==> config.mk <==
export PLATFORM = sky130hd
export DESIGN_NAME = ghm_ctrl
export DESIGN_NICKNAME = d
export VERILOG_FILES = /design/src/ghm_pkg.sv /design/src/ghm_ctrl.sv
export SDC_FILE = /design/constraint.sdc
export NUM_CORES = 1
export LEC_CHECK = 0
export CAP_MARGIN = 20
export CORE_AREA = 2 2 39 41
export CTS_CLUSTER_DIAMETER = 50
export DETAILED_ROUTE_END_ITERATION = 8
export DIE_AREA = 0 0 41 43
export DONT_BUFFER_PORTS = 1
export SETUP_SLACK_MARGIN = 0.4
export SLEW_MARGIN = 20
export SYNTH_ARGS = -nofsm -noshare
export SYNTH_HDL_FRONTEND = slang
export SYNTH_SLANG_ARGS = --single-unit
export TNS_END_PERCENT = 1
==> constraint.sdc <==
create_clock -name i_clk -period 1.9 [get_ports i_clk]
set_clock_uncertainty 0.2 [all_clocks]
set_input_delay 0.38 -clock i_clk [delete_from_list [all_inputs] [get_ports i_clk]]
set_output_delay 0.38 -clock i_clk [all_outputs]
set_load 0.05 [all_outputs]
==> src/ghm_pkg.sv <==
// Shared types and constants for the gray histogram unit.
// Used by ghm_ctrl, ghm_datapath and gray_histogram_with_mode_unit.
package ghm_pkg;

    localparam logic [1:0] CMD_COUNT = 2'd0;
    localparam logic [1:0] CMD_READ  = 2'd1;
    localparam logic [1:0] CMD_CLEAR = 2'd2;

    localparam int CMD_W       = 2;
    localparam int PIXEL_W     = 8;
    localparam int OUT_COUNT_W = 24;
    localparam int MODE_BIN_W  = 8;
    localparam int LEVEL_W     = 16;

    // 65535 / 255 is exactly 257, so the scaling needs no rounding.
    localparam logic [LEVEL_W-1:0] LEVEL_SCALE = LEVEL_W'(65535 / 255);

    typedef enum logic [1:0] {
        ST_CLEAR,
        ST_IDLE,
        ST_READ,
        ST_UPDATE
    } t_state;

    typedef struct packed {
        logic load_in;
        logic rd_en;
        logic commit;
        logic sweep_en;
    } t_ctl;

    typedef struct packed {
        logic is_clear;
        logic sweep_last;
        logic out_ready;
    } t_sts;

endpackage

==> src/ghm_ctrl.sv <==
// Controller state machine for the gray histogram unit.
// Depends on ghm_pkg for the state type and the command and status structs.
module ghm_ctrl (
    input  logic          i_clk,
    input  logic          i_rst_n,
    input  logic          i_in_valid,
    output logic          o_in_stall,
    input  ghm_pkg::t_sts i_sts,
    output ghm_pkg::t_ctl o_ctl
);

    ghm_pkg::t_state r_state;
    ghm_pkg::t_state n_state;

    always_ff @(posedge i_clk) begin
        if (!i_rst_n) begin
            r_state <= ghm_pkg::ST_CLEAR;
        end else begin
            r_state <= n_state;
        end
    end

    always_comb begin
        n_state        = r_state;
        o_ctl          = '0;
        o_in_stall     = 1'b1;
        unique case (r_state)
            ghm_pkg::ST_CLEAR: begin
                o_ctl.sweep_en = 1'b1;
                if (i_sts.sweep_last) begin
                    n_state = ghm_pkg::ST_IDLE;
                end
            end
            ghm_pkg::ST_IDLE: begin
                o_in_stall = 1'b0;
                if (i_in_valid) begin
                    o_ctl.load_in = 1'b1;
                    n_state       = ghm_pkg::ST_READ;
                end
            end
            ghm_pkg::ST_READ: begin
                o_ctl.rd_en = 1'b1;
                n_state     = ghm_pkg::ST_UPDATE;
            end
            ghm_pkg::ST_UPDATE: begin
                if (i_sts.out_ready) begin
                    o_ctl.commit = 1'b1;
                    n_state      = i_sts.is_clear ? ghm_pkg::ST_CLEAR : ghm_pkg::ST_IDLE;
                end
            end
        endcase
    end

endmodule

==> impl_results.md <==
- Status: finished, final reports clean
- Number of flip-flops in the largest register: 2
- DP Wirelength: 338 um
- Placed cells: 39
- Static Leak: 0.000115 uW
- Final std cells w/o fill: 42
- Detailed Route WL: 492 um
- Crit start category: flop
- Share of post-route cells with drive strength above 1: 61.5%
- Maximum buffer depth of the clock tree: 2
- Total core area: 1380 um2
- Largest net degree at the start of global routing: 6
- Worst vdd ir: 0.378 mV
- Slew Viols, Final: 0
- CTS clk-pin slew, worst paths: 0.03 ns
- Crit path kind: reg2out
- Drt pass-1 iters: 2
- Slew Limit Headroom: 87.6%
- CTS H-tree depth: 1
- Seq/Total Area, Yosys: 20.0%
- Critical Path RT: 1.32 ns
- Die area: 1760 um2
- Max Clk Rate: 0.621 GHz
- DR vias: 173
- CTS sink cnt: 2
- Top flop regs: r_state: 2 flops
- Initial antenna violation count: 0
- Post-Synthesis Cells: 22
- Area delta synth->final: 55.0%
- Vias per cell: 4.12
- Nets: 38
- GRT overflow: 0
- Max_cap viols: 0
- Synthesized area per cell: 9.10 um2
- Clock Latency Late Sink: 0.23 ns
- Gr usage total: 7.71%
- Commonest cells after routing, fill and taps aside: 3 x ha_4, 3 x clkbuf_4
- # DRC: 0
- Yosys top cell by area: ha_1
- Slew @ Worst Pin: 0.187 ns
- Critical-path maximum fanout: 4
- Setup bufs post-CTS: 0
- Biggest register: r_state
- Min Tclk post-route: 1.61 ns
- Yosys warning total: 0
- Final hold vios: 0
- Antenna fix cells: 0
- Root buf cell: clkbuf_4
- Worst Setup End Kind: output port
- Mapped Nets: 32
- Per-cell routed wire length: 11.7 um
- Final Cycle Share: 84.7%
- WP data arrival: 1.03 ns
- Top cells by area, synth: ha_1 25%, dfxtp_1 20%, o221a_4 10%
- Die Width: 41 um
- Global-route wire length before repair: 765 um
- Routed Antenna Nets: 0
- CTS tree: done
- Total power after layout: 632 uW
- Die height: 43 um
- Iteration-0 DRC Markers: 2
- Number of cell rows: 14
- Setup violators final: 0
- Synthesized area: 200 um2
- Fin util: 22.4%
- Vias in the first global route: 209
- Hold/Removal Path Class: in2reg
- Hold Slack: 0.0824 ns
- Num CTS Buffers: 3
- Fin Setup TNS: 0 ns
- Number of synthesized register bits: 2
- I/O Buffers: 0
- Unrepaired setup endpoints after global routing: true
- Yosys top cell area share: 25.0%
- Ports: 11
- GPL Wtd Cong: 0.610
- Synth cell types: 14
- Initial Util: 14.5%
- Power Dens Cells: 2040 nW/um2
critical path, cell delays in order, from the launching register on:
cell     delay, ns
dfxtp_4       0.36
inv_4         0.08
ha_4          0.14
and2_4        0.23
synthesized netlist by cell type (all sizes together):
cell and n:
dfxtp 2, ha 4, o221a 1, nand2b 2, and2 2, inv 4, nand2 2, mux2i 1
nor2b 1, nand3 1, o2111a 1, o2111ai 1
metrics by stage:
step                      cell area, um2  setup slack, ns
after CTS                            310            0.282
after global placement               241            0.289
after floorplan                      214            0.351
final                                310            0.290
after detailed placement             241            0.289
after global routing                 310            0.249
area by class of cell:
class,instances,area [um2]
sequential,2,47.5
tap,16,20.0
timing repair buffer,1,11.3
multi-input combinational,16,189
inverter,4,20.0
clock buffer,3,22.5
fill,163,1070
final timing paths:
kind                    from         end  slack, ns  cells past startpoint
setup / recovery  r_state[1]    o_ctl[3]       0.29                      3
hold / removal       i_rst_n  r_state[0]       0.08                      1
setup reg to reg  r_state[0]  r_state[0]       0.33                      5
hold reg to reg   r_state[1]  r_state[1]       0.32                      2
cell families after synthesis:
logic type	count (synthesis)	share of synthesized area [%]
simple gates	8	22.5
buf+inv	4	7.50
fa+ha+maj	4	25.0
compound gates	3	20.0
flops	2	20.0
mux	1	5.00
layer usage:
| layer | vias up | wire [um] | global-route usage (%) |
|---|---|---|---|
| met5 | - | 0 | 0 |
| met2 | 9 | 266 | 11.9 |
| met1 | 80 | 141 | 3.82 |
| li1 | 84 | - | - |
| met3 | 0 | 83 | 11.0 |
| met4 | 0 | 0 | 4.00 |
report_power, final:
part	switching, uW	internal, uW
sequential	41.1	73.6
clock	27.9	70.0
combinational	260	159
total	329	303
repair_timing:
action | in CTS | in global routing
hold buffers | 0 | 0
hold endpoints to repair | 0 | 0
resized for setup | 16 | 0
setup endpoints to repair | 7 | 7
pin swaps | 2 | 0
(Power assumes the default switching activity.)
